`src/hdl/mbr_partition_entry_encoder_top_macros.svh`:
```
// Assertion helpers used by the encoder back end.
`ifndef MBR_PARTITION_ENTRY_ENCODER_TOP_MACROS_SVH
`define MBR_PARTITION_ENTRY_ENCODER_TOP_MACROS_SVH

// Same-cycle implication, checked outside reset.
`define MPE_ASSERT_NOW(lbl, ante, cons, msg) \
  lbl: assert property (@(posedge clk) disable iff (rst) (ante) |-> (cons)) else $error(msg);

// Next-cycle implication, checked outside reset.
`define MPE_ASSERT_NEXT(lbl, ante, cons, msg) \
  lbl: assert property (@(posedge clk) disable iff (rst) (ante) |=> (cons)) else $error(msg);

`endif

```
`src/hdl/mpe_pkg.sv`:
```
package mpe_pkg;

  // Input word
  typedef struct packed {
    logic [31:0] start_sector;
    logic [31:0] sector_length;
    logic        is_extended;
    logic [31:0] base_sector;
  } in_word_t;

  // Result word
  typedef struct packed {
    logic [7:0]  start_head;
    logic [7:0]  start_cyl_sector;
    logic [7:0]  start_cyl_low;
    logic [7:0]  part_type;
    logic [7:0]  end_head;
    logic [7:0]  end_cyl_sector;
    logic [7:0]  end_cyl_low;
    logic [31:0] relative_start;
    logic [31:0] length_out;
    logic        chs_clamped;
  } out_word_t;

  // Classified job handed from front to back
  typedef struct packed {
    logic [31:0] first;
    logic [31:0] last;
    logic [31:0] len;
    logic [31:0] rel;
    logic        ext;
  } job_t;

  // Geometry seen by the back end
  typedef struct packed {
    logic [5:0]  spt;
    logic [8:0]  hc;
    logic [10:0] lim;
    logic        lba;
  } geom_t;

  // Register indexes
  typedef enum logic [7:0] {
    REG_SPT   = 8'd0,
    REG_HEADS = 8'd1,
    REG_CYLS  = 8'd2,
    REG_LBA   = 8'd3
  } reg_idx_t;

  localparam logic [5:0]  SPT_RESET  = 6'd32;
  localparam logic [8:0]  HC_RESET   = 9'd16;
  localparam logic [10:0] LIM_RESET  = 11'd1024;

  localparam logic [31:0] LEN_BIG    = 32'h0080_0000;
  localparam logic [31:0] LEN_MID    = 32'h0001_0000;

  localparam logic [7:0] TYPE_FAT12     = 8'h01;
  localparam logic [7:0] TYPE_EXT_CHS   = 8'h05;
  localparam logic [7:0] TYPE_FAT16     = 8'h06;
  localparam logic [7:0] TYPE_FAT32     = 8'h0B;
  localparam logic [7:0] TYPE_FAT32_LBA = 8'h0C;
  localparam logic [7:0] TYPE_FAT16_LBA = 8'h0E;
  localparam logic [7:0] TYPE_EXT_LBA   = 8'h0F;

endpackage

```
`src/hdl/mpe_fifo.sv`:
```
module mpe_fifo (
  input  logic          clk,
  input  logic          rst,
  input  logic          push,
  input  mpe_pkg::job_t push_job,
  output logic          full,
  input  logic          pop,
  output logic          empty,
  output mpe_pkg::job_t head_job
);

  mpe_pkg::job_t mem [0:3];
  logic [1:0] wr_ptr;
  logic [1:0] rd_ptr;
  logic [2:0] count;

  assign full     = count[2];
  assign empty    = (count == 3'd0);
  assign head_job = mem[rd_ptr];

  // Four-entry job queue
  always_ff @(posedge clk) begin
    if (rst) begin
      wr_ptr <= 2'd0;
      rd_ptr <= 2'd0;
      count  <= 3'd0;
    end else begin
      if (push) wr_ptr <= wr_ptr + 2'd1;
      if (pop)  rd_ptr <= rd_ptr + 2'd1;
      if (push && !pop)      count <= count + 3'd1;
      else if (pop && !push) count <= count - 3'd1;
    end
    if (push) mem[wr_ptr] <= push_job;
  end

endmodule

```
`config.mk`:
```
export PLATFORM = sky130hd
export DESIGN_NAME = mpe_fifo
export DESIGN_NICKNAME = d
export VERILOG_FILES = /design/src/hdl/mbr_partition_entry_encoder_top_macros.svh /design/src/hdl/mpe_pkg.sv /design/src/hdl/mpe_fifo.sv
export SDC_FILE = /design/constraint.sdc
export NUM_CORES = 1
export LEC_CHECK = 0
export ABC_AREA = 1
export BUFFER_PORTS_ARGS = -buffer_cell sky130_fd_sc_hd__buf_2
export CELL_PAD_IN_SITES_DETAIL_PLACEMENT = 0
export CELL_PAD_IN_SITES_GLOBAL_PLACEMENT = 1
export CORE_AREA = 2 2 199 201
export DETAILED_ROUTE_END_ITERATION = 7
export DIE_AREA = 0 0 201 203
export GPL_TIMING_DRIVEN = 0
export PLACE_DENSITY = 0.89
export RECOVER_POWER = 100
export SLEW_MARGIN = 20
export SYNTH_ARGS = -nofsm -noshare
export SYNTH_HDL_FRONTEND = slang
export SYNTH_SLANG_ARGS = --single-unit
```
`constraint.sdc`:
```
create_clock -name clk -period 8.9 [get_ports clk]
set_clock_uncertainty 0.15 [all_clocks]
set_input_delay 0.445 -clock clk [delete_from_list [all_inputs] [get_ports clk]]
set_output_delay 0.445 -clock clk [all_outputs]
set_load 0.05 [all_outputs]
```
==> impl_metrics.ini <==
[outcome]
outcome = finished with violations
violations = capacitance limit, slew limit

[timing]
rsz0062_at_grt = no
setup_viol = 0
fin_crit_sh_pct = 52.94
slew_violations = 240
setup_tns_ns = 0
relSlewSlack_pct = -122.7
finalHoldViolCount = 0
worstMarginPinSlew_ns = 3.322
max_freq_mhz = 212.2
final.min_clock_period_ns = 4.712

[floorplanning]
die_w_um = 201
initial_core_util_pct = 50.83
core_um2 = 38470
io_pins = 264
die_area_um2 = 40800
rows = 72
die_h_um = 203

[yosys]
ys_warn_count = 0
synth_edf_count = 516
synth_ff_type = edfxtp_1
syn-instance-count = 1304
yosysSeqAreaShare_pct = 80.17
synthesis.area_um2 = 19550
synth_cell_types = 21
syn-num-nets = 1443
postSynthAreaPerCell_um2 = 14.99
synth_top_area_share_pct = 79.25
yosysTopAreaCell = edfxtp_1
ys_seq_elements = 525
yosys-top-cells-area = edfxtp_1, nor2_1, o21ai_0
synthArstFlopShare_pct = 0

[finish]
ff_latch_area_um2 = 15680
nets = 1895
fillCellCount = 2889
post-route-util_pct = 63.21
mostFrequentLayoutCell = edfxtp_1
drive_gt1_share_pct = 7.778
areaGrowthSynthToFinish_pct = 24.35
layout_common_cells = edfxtp_1, clkbuf_1, nor2_1
multi_input_area_um2 = 3271

[global_route]
grt_pass1_wl_um = 72940
track_usage_pct = 23.65
grt_max_degree = 74
grt_pass1_vias = 13050
antenna_found_initial = 2
grt_overflow = 0

[clocking]
cts_buffers = 53
cts_htree_levels = 2
cts_tree = done
postCtsSetupRepairBufs = 0
clk_pin_slew_ns = 0.06
root_buffer = clkbuf_16
cts_sinks = 525
clock_latency_ns = 0.58
clock_path_buffers = 3

[setup_path]
cp.arrival_ns = 4.80
endpoint_kind = flip-flop
critPathKind = flip-flop to flip-flop
cp_max_fo = 69
cp-start-kind = flip-flop
cp.required_ns = 8.99

[min_path]
hp-class = input port to flip-flop

[place]
place_congestion = 0.7764
dpl.hpwl_um = 28070
port_buffers = 263

[pwr]
power.density_nw_per_um2 = 239.5
ir_drop_mv = 0.2193
p_leak_nw = 8.021

[route]
drt_iter0_markers = 951
ant_nets = 0
drc = 0
wirelength_um = 48800
vias = 12850
wire_per_inst_um = 21.04
drtPass1Iterations = 7
viasPerCell = 5.538

[job]
cap_viol_max_count = 4
final timing paths:
path	from	depth (start not counted)	to	slack, ns
hold reg to reg	rd_ptr[1]$_SDFFE_PP0P_	1	flip-flop	0.30
setup reg to reg	wr_ptr[0]$_SDFFE_PP0P_	5	mem[2][94]$_DFFE_PP_	4.19
setup / recovery	wr_ptr[0]$_SDFFE_PP0P_	5	mem[2][94]$_DFFE_PP_	4.19
hold / removal	pop	4	flip-flop	0.07
metal layers:
| layer | track usage [%] | wire length, µm | vias up |
|---|---|---|---|
| met4 | 7.407 | 1077 | 0 |
| met5 | 0 | 0 | - |
| met2 | 40.37 | 24540 | 581 |
| met1 | 30.14 | 19110 | 6333 |
| li1 | - | - | 5852 |
| met3 | 5.634 | 4078 | 81 |
what timing repair did:
action	CTS	global route
endpoints found under the hold margin	517	0
hold buffers	130	0
resized for setup	0	0
logic make-up (layout without fill, tap and decap cells):
kind of cell	after synthesis	after routing	share of synthesized area [%]
AO/OA/AOI/OAI	395	395	10.94
XOR/XNOR	1	1	0.04480
adder cells (fa/ha/maj)	6	6	0.4224
buffers and inverters	101	597	3.104
flip-flops	525	525	80.17
other	0	2	0
AND/OR/NAND/NOR	276	276	5.324
stage by stage:
| step | instance area (µm²) | hold slack [ns] | power, mW | cells | setup slack (ns) |
|---|---|---|---|---|---|
| finish | 24310 | 0.06649 | 5.824 | 2320 | 4.188 |
| global route | 24310 | 0.05917 | 6.019 | 2319 | 3.858 |
| CTS | 24660 | 0.03414 | 5.876 | 2318 | 5.591 |
| detailed placement | 21660 | 0.2845 | 3.699 | 2089 | 6.243 |
| global placement | 21520 | 0.2802 | 3.694 | 2085 | 3.128 |
| floorplan | 19550 | 0.2615 | 3.443 | 1304 | 5.195 |
cells in the mapped netlist, types with 3 or more instances:
cell,n
clkbuf_1,33
buf_2,6
clkbuf_2,6
buf_6,17
ha_1,5
nand2_1,9
buf_4,22
a21oi_1,3
inv_1,16
dfxtp_1,9
nor2_1,264
o21ai_1,94
o22ai_1,129
edfxtp_1,516
o21ai_0,169
power breakdown:
part	leakage [nW]	internal (mW)	switching (mW)
clock network	0.845	1.25	0.900
logic	2.36	0.184	0.630
registers	4.81	2.83	0.0255
cell type report:
cell class / instances / share of cell area [%]
Antenna cell: 2 / 0.02058
Buffer: 84 / 2.218
Clock buffer: 68 / 6.031
Clock inverter: 31 / 0.9675
Inverter: 17 / 0.2933
Multi-Input combinational cell: 678 / 13.45
Sequential cell: 525 / 64.47
Tap cell: 518 / 2.666
Timing Repair Buffer: 397 / 9.881
state kept, by name, summed over array words and instances, names as in the netlist, named ones only:
register	cells
rd_ptr	2
count	3
mem	516
wr_ptr	2
worst max-delay path, stage by stage (launching register included):
cell and delay [ns]:
dfxtp_1 0.37, inv_1 0.10, ha_1 0.20, nand2_1 0.08, clkinvlp_2 2.38, buf_16 1.01
Note: power is estimated with default switching activity, not from simulation.
