--- src/hdl/mbr_partition_entry_encoder_top_macros.svh ---
// Assertion helpers used by the encoder back end.
`ifndef MBR_PARTITION_ENTRY_ENCODER_TOP_MACROS_SVH
`define MBR_PARTITION_ENTRY_ENCODER_TOP_MACROS_SVH

// Same-cycle implication, checked outside reset.
`define MPE_ASSERT_NOW(lbl, ante, cons, msg) \
  lbl: assert property (@(posedge clk) disable iff (rst) (ante) |-> (cons)) else $error(msg);

// Next-cycle implication, checked outside reset.
`define MPE_ASSERT_NEXT(lbl, ante, cons, msg) \
  lbl: assert property (@(posedge clk) disable iff (rst) (ante) |=> (cons)) else $error(msg);

`endif

--- src/hdl/mpe_pkg.sv ---
package mpe_pkg;

  // Input word
  typedef struct packed {
    logic [31:0] start_sector;
    logic [31:0] sector_length;
    logic        is_extended;
    logic [31:0] base_sector;
  } in_word_t;

  // Result word
  typedef struct packed {
    logic [7:0]  start_head;
    logic [7:0]  start_cyl_sector;
    logic [7:0]  start_cyl_low;
    logic [7:0]  part_type;
    logic [7:0]  end_head;
    logic [7:0]  end_cyl_sector;
    logic [7:0]  end_cyl_low;
    logic [31:0] relative_start;
    logic [31:0] length_out;
    logic        chs_clamped;
  } out_word_t;

  // Classified job handed from front to back
  typedef struct packed {
    logic [31:0] first;
    logic [31:0] last;
    logic [31:0] len;
    logic [31:0] rel;
    logic        ext;
  } job_t;

  // Geometry seen by the back end
  typedef struct packed {
    logic [5:0]  spt;
    logic [8:0]  hc;
    logic [10:0] lim;
    logic        lba;
  } geom_t;

  // Register indexes
  typedef enum logic [7:0] {
    REG_SPT   = 8'd0,
    REG_HEADS = 8'd1,
    REG_CYLS  = 8'd2,
    REG_LBA   = 8'd3
  } reg_idx_t;

  localparam logic [5:0]  SPT_RESET  = 6'd32;
  localparam logic [8:0]  HC_RESET   = 9'd16;
  localparam logic [10:0] LIM_RESET  = 11'd1024;

  localparam logic [31:0] LEN_BIG    = 32'h0080_0000;
  localparam logic [31:0] LEN_MID    = 32'h0001_0000;

  localparam logic [7:0] TYPE_FAT12     = 8'h01;
  localparam logic [7:0] TYPE_EXT_CHS   = 8'h05;
  localparam logic [7:0] TYPE_FAT16     = 8'h06;
  localparam logic [7:0] TYPE_FAT32     = 8'h0B;
  localparam logic [7:0] TYPE_FAT32_LBA = 8'h0C;
  localparam logic [7:0] TYPE_FAT16_LBA = 8'h0E;
  localparam logic [7:0] TYPE_EXT_LBA   = 8'h0F;

endpackage

--- src/hdl/mpe_front.sv ---
module mpe_front (
  input  logic             clk,
  input  logic             rst,
  input  logic             in_valid,
  output logic             in_stall,
  input  mpe_pkg::in_word_t in_word,
  output logic             q_push,
  input  logic             q_full,
  output mpe_pkg::job_t    q_job
);

  logic          held;
  mpe_pkg::job_t job;

  // Stall only while a held word cannot move to the queue
  assign in_stall = held && q_full;
  assign q_push   = held && !q_full;
  assign q_job    = job;

  // Capture word, form last sector and relative start
  always_ff @(posedge clk) begin
    if (rst) begin
      held <= 1'b0;
    end else if (!in_stall) begin
      held <= in_valid;
    end
    if (!in_stall) begin
      job.first <= in_word.start_sector;
      job.last  <= in_word.start_sector + in_word.sector_length - 32'd1;
      job.len   <= in_word.sector_length;
      job.rel   <= in_word.start_sector - in_word.base_sector;
      job.ext   <= in_word.is_extended;
    end
  end

endmodule

--- config.mk ---
export PLATFORM = sky130hd
export DESIGN_NAME = mpe_front
export DESIGN_NICKNAME = d
export VERILOG_FILES = /design/src/hdl/mbr_partition_entry_encoder_top_macros.svh /design/src/hdl/mpe_pkg.sv /design/src/hdl/mpe_front.sv
export SDC_FILE = /design/constraint.sdc
export NUM_CORES = 1
export LEC_CHECK = 0
export ABC_CLOCK_PERIOD_IN_PS = 6150
export BUFFER_PORTS_ARGS = -buffer_cell sky130_fd_sc_hd__buf_2
export CAP_MARGIN = 20
export CORE_ASPECT_RATIO = 1.4
export CORE_MARGIN = 2
export CORE_UTILIZATION = 50
export DETAILED_ROUTE_END_ITERATION = 8
export HOLD_SLACK_MARGIN = 0.02
export PLACE_DENSITY = 0.77
export RECOVER_POWER = 100
export SETUP_SLACK_MARGIN = 0.02
export SLEW_MARGIN = 5
export SYNTH_ARGS = -nofsm -noshare
export SYNTH_HDL_FRONTEND = slang
export SYNTH_SLANG_ARGS = --single-unit
--- constraint.sdc ---
create_clock -name clk -period 6.15 [get_ports clk]
set_clock_uncertainty 0.2 [all_clocks]
set_input_delay 0.615 -clock clk [delete_from_list [all_inputs] [get_ports clk]]
set_output_delay 0.615 -clock clk [all_outputs]
set_load 0.01 [all_outputs]
==> results.json, run 1 <==
{
  "placed_cell_area_um2": 9520,
  "min_path_cells": 2,
  "setup_ws_ps": 1740,
  "slowest_delay_ps": 2230,
  "insertion_delay_ps": 420,
  "min_period_ps": 4410,
  "synth-xor-area-share_pct": 6.00,
  "grt_max_degree": 79,
  "hold_viol": 0,
  "syn_nets": 976,
  "r2r-end": "q_job[93]$_DFFE_PN_",
  "regToRegStartpoint": "held$_SDFFE_PP0N_",
  "start_util_pct": 50.7,
  "gp_congestion": 0.881,
  "fp.dieH_um": 155,
  "antenna_found_initial": 0,
  "cts_hold_buf": 0,
  "power.density_nw_per_um2": 312,
  "drt-vias-per-instance": 5.35,
  "synthAdderAreaFrac_pct": 14.6,
  "async_flop_share_pct": 0,
  "dpl.hpwl_um": 16900,
  "path_delay_family": "simple AND/OR/NAND/NOR gates",
  "dpl.cell_count": 1195,
  "drv_cap": 1,
  "reg2reg_depth": 2,
  "min_from": "rst",
  "ys_ff_latch": 130,
  "cts_max_level": 4,
  "crit_type": "in -> reg",
  "crit_cells": 3,
  "arrival_ps": 4240,
  "synth_top_cell_by_area": "edfxtp_1",
  "status": "complete, but fails checks",
  "synth_top_area_share_pct": 47.4,
  "cp_num_buf_inv": 2,
  "final_area_um2": 9820,
  "synth_compound_area_share_pct": 14.9,
  "stdcell_count": 1227,
  "grt_pass1_wl_um": 32500,
  "cts-resized-gates": 0,
  "routedWlPerCell_um": 17.5,
  "crit_chain": "buf_2 > nand2_1 > clkbuf_2",
  "clk_transition_reported_paths_ps": 60,
  "cts_buffer_depth": 2,
  "cp-end-kind": "flop",
  "clockRootBuffer": "clkbuf_16",
  "drt_wl_total_um": 21500,
  "ios": 232,
  "synth_top_family_by_area": "compound AO/OA/AOI/OAI gates",
  "r2r_slack_ps": 1750,
  "cp-start-kind": "primary input",
  "fmax_mhz": 227,
  "holdCritPathClass": "in -> reg",
  "drive_above_1_share_pct": 7.68,
  "yosysSeqAreaShare_pct": 47.7,
  "cts_made_buffers": 17,
  "cts_sinks": 130,
  "min_to": "held$_SDFFE_PP0N_",
  "cts_tree": "yes",
  "io_buffers": 231,
  "synth_most_common_cell": "inv_1",
  "avgSynthCellArea_um2": 10.5,
  "violations": "capacitance limit, slew limit",
  "pre_cts_ws_ps": 2180,
  "synthDistinctLibCells": 63,
  "rsz0062_at_grt": "no",
  "ys.flop_type": "edfxtp_1",
  "whs_ps": 143,
  "netlist_instances": 781,
  "ir_drop_uv": 161,
  "synth_area_leaders": "edfxtp_1, ha_1, inv_1, xnor2_1, a21oi_1",
  "drc": 0,
  "rows": 55,
  "synth.area.mux_share_pct": 0,
  "dieArea_um2": 17400,
  "slew_violations": 79,
  "grt_pass1_vias": 6366,
  "synth-simple-area-share_pct": 8.47,
  "yosys_warnings": 0,
  "grt_use_total_pct": 24.5,
  "chipWidth_um": 112,
  "tns_ps": 0,
  "syn_area_um2": 8170,
  "setup_viol": 0,
  "core-area_um2": 16100,
  "dr.first_iter.drc_count": 364,
  "synth_edf_count": 129,
  "diodes": 0,
  "grt_overflow": 0,
  "cp_max_fo": 78,
  "period_share_pct": 71.8,
  "synth_common_cells": "inv_1, edfxtp_1, ha_1, a21oi_1, nand2_1",
  "dr.pass1.iters": 5,
  "final_nets": 1210,
  "worst_pin_slew_ps": 3190,
  "cp_slowest_cell": "nand2_1",
  "leakagePower_nw": 4.46,
  "required_ps": 5980,
  "ant_nets": 0,
  "slew_headroom_pct": -113,
  "postCtsSetupBuffers": 0,
  "syn2layout_area_growth_pct": 20.2,
  "vias": 6564
}
## cells in the final DEF (no fill, tap or decap), types with 10 or more instances in the layout
cell type  Yosys  final
buf_2          0     40
a21o_1        32     32
nand2_1       43     43
clkbuf_16      0     17
ha_1          92     92
xnor2_1       33     33
nor2_1        36     36
nand3_1       13     13
o21ai_0       28     28
a21oi_1       54     55
xor2_1        23     23
inv_1        164    164
nand4_1       10     10
clkbuf_1      15    191
edfxtp_1     129    129
## per-layer routing
metal	part of all wire, %	track usage (%)	vias to the layer above
met5	0	0	-
met4	2.2	8.48	0
met3	8.1	6.90	33
met2	51	44.6	298
met1	38	27.4	3041
li1	-	-	3192
## cells by family (layout without fill, tap and decap cells)
group | Yosys count | in the layout
DFF | 130 | 130
buffers and inverters | 181 | 428
adders and majority gates | 94 | 94
and+or+nand+nor | 143 | 143
xor gates and xnor gates | 56 | 56
AOI/OAI and AO/OA | 177 | 177
## registers in the layout, indices dropped and copies added (netlist names)
register	count
q_job	129
held	1
## worst reg2reg max path: stages (launching register included)
cell	delay (ps)
dfxtp_1	310
nand2_1	2210
clkbuf_2	1250
## area by class of cell
cell class	instances	area, µm²
repair buffers	232	922
well taps	199	249
fillers	1476	6280
clock buffers	17	425
multi-input cells	470	3510
flip-flops and latches	130	3890
inverters	164	616
clock inverters	15	204
## through the flow
step / power, mW / util, %
after CTS: 3.13 / 63.0
final: 3.07 / 61.0
after global placement: 2.01 / 59.1
after floorplan: 1.73 / -
after detailed placement: 2.03 / 59.1
after global routing: 3.21 / 61.0
## where the power goes
part	switching (mW)	internal (mW)
logic	0.476	0.289
registers	0.0389	1.16
clock network	0.419	0.684
## how the worst max path moves through the flow
| stage | endpoint | slack (ps) | from |
|---|---|---|---|
| finish | q_job[93]$_DFFE_PN_ | 1740 | q_full |
| global route | q_job[62]$_DFFE_PN_ | 1290 | q_full |
| CTS | q_job[96]$_DFFE_PN_ | 2620 | in_word[66] |
| detailed placement | q_job[90]$_DFFE_PN_ | 2180 | in_word[66] |
| global placement | q_job[96]$_DFFE_PN_ | 2250 | in_word[66] |
| floorplan | in_stall | 1540 | q_full |
No activity file was read; power rests on OpenSTA's default activity.
==> run 2: changes to the inputs <==
--- a/config.mk
+++ b/config.mk
@@ -5,7 +5,7 @@
 export SDC_FILE = /design/constraint.sdc
 export NUM_CORES = 1
 export LEC_CHECK = 0
-export ABC_CLOCK_PERIOD_IN_PS = 6150
+export ABC_CLOCK_PERIOD_IN_PS = 4400
 export BUFFER_PORTS_ARGS = -buffer_cell sky130_fd_sc_hd__buf_2
 export CAP_MARGIN = 20
 export CORE_ASPECT_RATIO = 1.4
==> constraint.sdc (replaced) <==
create_clock -name clk -period 4.4 [get_ports clk]
set_clock_uncertainty 0.2 [all_clocks]
set_input_delay 0.44 -clock clk [delete_from_list [all_inputs] [get_ports clk]]
set_output_delay 0.44 -clock clk [all_outputs]
set_load 0.01 [all_outputs]
==> results.json, run 2 (same netlist as run 1, synthesis figures left out) <==
{
  "rsz0062_at_grt": "no",
  "min_path_cells": 3,
  "crit_type": "in -> reg",
  "hold_viol": 0,
  "grt_use_total_pct": 24.7,
  "holdCritPathClass": "in -> reg",
  "dpl.cell_count": 1195,
  "slowest_delay_ps": 520,
  "cp-start-kind": "primary input",
  "cp_num_buf_inv": 4,
  "largest_reg_flops": 129,
  "path_delay_family": "compound AO/OA/AOI/OAI gates",
  "slew_headroom_pct": -19.4,
  "dpl.hpwl_um": 16700,
  "start_util_pct": 50.7,
  "stdcell_count": 1250,
  "final_cell_mix": "clkbuf_1, inv_1, edfxtp_1, ha_1, a21oi_1",
  "drc": 0,
  "fmax_mhz": 251,
  "regToRegStartpoint": "held$_SDFFE_PP0N_",
  "cts_sinks": 130,
  "arrival_ps": 3940,
  "gp_congestion": 0.893,
  "required_ps": 4360,
  "clk_transition_reported_paths_ps": 60,
  "io_buffers": 231,
  "whs_ps": 32.9,
  "worst_pin_slew_ps": 1790,
  "crit_start": "in_word[66]",
  "power_mw": 4.22,
  "cp_slowest_cell": "dlygate4sd3_1",
  "drt_wl_total_um": 21600,
  "leakagePower_nw": 4.55,
  "routedWlPerCell_um": 17.3,
  "period_share_pct": 90.4,
  "r2r-end": "q_job[45]$_DFFE_PN_",
  "violations": "capacitance limit, slew limit",
  "tns_ps": 0,
  "min_from": "in_valid",
  "status": "complete, but fails checks",
  "grt_overflow": 0,
  "power.density_nw_per_um2": 420,
  "antenna_found_initial": 1,
  "ir_drop_uv": 233,
  "r2r_slack_ps": 960,
  "clockRootBuffer": "clkbuf_16",
  "fp.dieH_um": 155,
  "cp_max_fo": 4,
  "insertion_delay_ps": 430,
  "min_period_ps": 3980,
  "crit_chain": "dlygate4sd3_1 > clkbuf_1 > inv_1 > ha_1 > inv_1 > ha_1 > fa_1 > a211oi_2 > nor2_1 > or3_1 > a31oi_2 > o311ai_2 > a21oi_1 > o21ai_0 > xor2_1",
  "cts_made_buffers": 17,
  "vias": 6642,
  "core-area_um2": 16100,
  "chipWidth_um": 112,
  "drive_above_1_share_pct": 7.90,
  "cts-resized-gates": 0,
  "slew_violations": 46,
  "min_to": "held$_SDFFE_PP0N_",
  "final_nets": 1232,
  "ios": 232,
  "grt_max_degree": 87,
  "rows": 55,
  "ant_nets": 0,
  "drt-vias-per-instance": 5.31,
  "dr.pass1.iters": 5,
  "cts_buffer_depth": 2,
  "syn2layout_area_growth_pct": 23.0,
  "cp-end-kind": "flop",
  "dieArea_um2": 17400,
  "setup_viol": 0,
  "layout_commonest_cell": "clkbuf_1",
  "drv_cap": 1,
  "grt_pass1_wl_um": 32800,
  "reg2reg_depth": 2,
  "cts_max_level": 4,
  "cts_tree": "yes",
  "grt_pass1_vias": 6490,
  "dr.first_iter.drc_count": 332
}
## run 2: cell type report
type	count	area [µm²]
Sequential cell	130	3890
Clock buffer	18	429
Clock inverter	14	163
Inverter	164	616
Multi-Input combinational cell	470	3550
Fill cell	1413	6060
Tap cell	199	249
Antenna cell	1	2.50
Timing Repair Buffer	254	1150
## run 2: tightest hold or removal path, delay by kind of cell
kind	cells	cell delay, ps
buffers and inverters	1	80
AND/OR/NAND/NOR	2	110
## run 2: repair_timing
item                                   4_1_cts  5_1_grt
hold buffers                                21        1
endpoints found under the hold margin       21        1
setup buffers                                0        0
## run 2: report_power, final
group	internal [mW]	switching, mW	total (mW)
Combinational	0.421	0.673	1.09
Sequential	1.62	0.0558	1.67
Clock	0.888	0.567	1.45
## run 2: worst max-delay path by stage
stage | endpoint | slack [ps] | cells past startpoint
CTS | q_job[90]$_DFFE_PN_ | 510 | 15
global placement | q_job[96]$_DFFE_PN_ | 680 | 14
detailed placement | q_job[90]$_DFFE_PN_ | 610 | 14
global route | q_job[90]$_DFFE_PN_ | 190 | 15
floorplan | in_stall | 140 | 2
finish | q_job[90]$_DFFE_PN_ | 420 | 15
## run 2: per-layer routing
| layer | global-route usage [%] | vias up | routed length [µm] |
|---|---|---|---|
| met5 | 0 | - | 13 |
| met4 | 10.5 | 2 | 665 |
| met3 | 6.82 | 44 | 1870 |
| met2 | 44.8 | 297 | 11000 |
| met1 | 27.0 | 3066 | 8110 |
| li1 | - | 3233 | - |
## run 2: through the flow
stage          area (µm²)  setup slack [ps]  utilization (%)
2_1_floorplan        8170               142                -
3_3_place_gp         9530               678             59.2
3_5_place_dp         9530               607             59.2
4_1_cts             10300               507             64.2
5_1_grt             10000               186             62.4
6_report            10000               421             62.4
==> run 3: changes to the inputs <==
--- a/config.mk
+++ b/config.mk
@@ -8,13 +8,16 @@
 export ABC_CLOCK_PERIOD_IN_PS = 4400
 export BUFFER_PORTS_ARGS = -buffer_cell sky130_fd_sc_hd__buf_2
 export CAP_MARGIN = 20
+export CELL_PAD_IN_SITES_DETAIL_PLACEMENT = 0
+export CELL_PAD_IN_SITES_GLOBAL_PLACEMENT = 2
 export CORE_ASPECT_RATIO = 1.4
 export CORE_MARGIN = 2
-export CORE_UTILIZATION = 50
+export CORE_UTILIZATION = 33
 export DETAILED_ROUTE_END_ITERATION = 8
 export HOLD_SLACK_MARGIN = 0.02
-export PLACE_DENSITY = 0.77
+export PLACE_DENSITY_LB_ADDON = 0.1
 export RECOVER_POWER = 100
+export REMOVE_ABC_BUFFERS = 1
 export SETUP_SLACK_MARGIN = 0.02
 export SLEW_MARGIN = 5
 export SYNTH_ARGS = -nofsm -noshare
==> results.json, run 3 (same netlist as run 1, synthesis figures left out) <==
{
  "largest_reg_flops": 129,
  "cp_max_fo": 4,
  "clk_transition_reported_paths_ps": 60,
  "grt_max_degree": 70,
  "ir_drop_uv": 278,
  "leakagePower_nw": 4.62,
  "multi_input_area_um2": 3540,
  "cts_tree": "yes",
  "start_util_pct": 33.3,
  "vias": 6493,
  "drv_cap": 2,
  "chipWidth_um": 137,
  "cts_buffer_depth": 2,
  "rows": 68,
  "drt-vias-per-instance": 4.68,
  "ant_nets": 0,
  "dr.pass1.iters": 4,
  "grt_overflow": 0,
  "p_sw_mw": 1.28,
  "drive_above_1_share_pct": 7.46,
  "final_nets": 1254,
  "insertion_delay_ps": 430,
  "status": "complete, but fails checks",
  "cp-end-kind": "flop",
  "nFillCells": 2578,
  "required_ps": 4370,
  "core-area_um2": 24500,
  "cp-start-kind": "primary input",
  "period_share_pct": 91.4,
  "clockPowerShare_pct": 33.9,
  "cts_made_buffers": 17,
  "drc": 0,
  "worst_pin_slew_ps": 2370,
  "setup_viol": 0,
  "min_path_cells": 1,
  "grt_pass1_vias": 6725,
  "gp_congestion": 0.803,
  "fmax_mhz": 249,
  "layout_commonest_cell": "clkbuf_1",
  "rsz0062_at_grt": "no",
  "slew_headroom_pct": -57.9,
  "dpl.cell_count": 1312,
  "p_int_mw": 2.93,
  "arrival_ps": 3990,
  "dieArea_um2": 26100,
  "comb_power_share_pct": 26.4,
  "fin_util_pct": 42.4,
  "drt_wl_total_um": 23000,
  "seq_area_um2": 3890,
  "min_period_ps": 4020,
  "crit_type": "in -> reg",
  "routedWlPerCell_um": 16.6,
  "hold_viol": 0,
  "stdcell_count": 1388,
  "grt_use_total_pct": 18.1,
  "violations": "capacitance limit, slew limit",
  "tns_ps": 0,
  "io_buffers": 231,
  "p_seq_share_pct": 39.7,
  "slew_violations": 115,
  "netSwitchingFraction_pct": 30.3,
  "whs_ps": 99.9,
  "cts_sinks": 130,
  "ios": 232,
  "clockRootBuffer": "clkbuf_16",
  "final_cell_mix": "clkbuf_1, inv_1, edfxtp_1, ha_1, a21oi_1",
  "syn2layout_area_growth_pct": 27.1,
  "dpl.hpwl_um": 18300,
  "reg2reg_depth": 2,
  "postCtsSetupBuffers": 0,
  "holdCritPathClass": "in -> reg",
  "fp.dieH_um": 190,
  "grt_pass1_wl_um": 35400,
  "power.density_nw_per_um2": 405,
  "dr.first_iter.drc_count": 198,
  "antenna_found_initial": 3,
  "cts_max_level": 4
}
==> run 3: stage by stage <==
stage / cell area, µm² / setup slack, ps / power [mW]
after detailed placement: 9680 / 496 / 2.86
after global routing: 10400 / 87.9 / 4.46
final: 10400 / 380 / 4.21
after global placement: 9680 / 503 / 2.86
after CTS: 10700 / 406 / 4.35
after floorplan: 8100 / 142 / 2.42
==> run 3: worst paths after layout <==
check | start | end | slack, ps
setup reg to reg | held$_SDFFE_PP0N_ | q_job[73]$_DFFE_PN_ | 1130
setup / recovery | in_word[66] | q_job[90]$_DFFE_PN_ | 380
hold / removal | in_word[45] | q_job[45]$_DFFE_PN_ | 100
hold reg to reg | held$_SDFFE_PP0N_ | q_job[27]$_DFFE_PN_ | 910
==> run 3: power groups by stage <==
stage	Combinational (mW)	Sequential (mW)	Clock, mW
after floorplan	0.609	1.81	0
after global placement	1.18	1.68	0
after detailed placement	1.17	1.69	0
after CTS	1.21	1.67	1.47
after global routing	1.26	1.69	1.52
final	1.11	1.67	1.43
==> run 3: per-layer routing <==
layer	part of all wire [%]	wire length, µm	up-vias	track usage, %
li1	-	-	3271	-
met5	0.15	34	-	0
met1	40	9230	3004	20.2
met3	6.7	1530	24	5.33
met2	52	11900	188	32.6
met4	1.4	312	6	5.71
==> run 3: what timing repair did <==
action,in CTS,in global routing
resized for setup,0,0
hold endpoints to repair,42,0
hold buffers,43,0
==> run 3: final cells by class <==
| class | count | area share (%) |
|---|---|---|
| Sequential cell | 130 | 37.5 |
| Multi-Input combinational cell | 470 | 34.1 |
| Timing Repair Buffer | 276 | 13.1 |
| Inverter | 164 | 5.93 |
| Clock buffer | 21 | 4.24 |
| Tap cell | 315 | 3.80 |
| Clock inverter | 11 | 1.33 |
| Antenna cell | 1 | 0.0241 |
==> run 3: critical path, stage by stage <==
cell	delay, ps
dlygate4sd3_1	520
clkbuf_1	140
inv_1	90
ha_1	270
inv_1	40
ha_1	220
fa_1	460
a211oi_2	250
nor2_1	120
or3_1	330
a31oi_2	260
o311ai_2	190
a21oi_1	340
o21ai_0	150
xor2_1	160
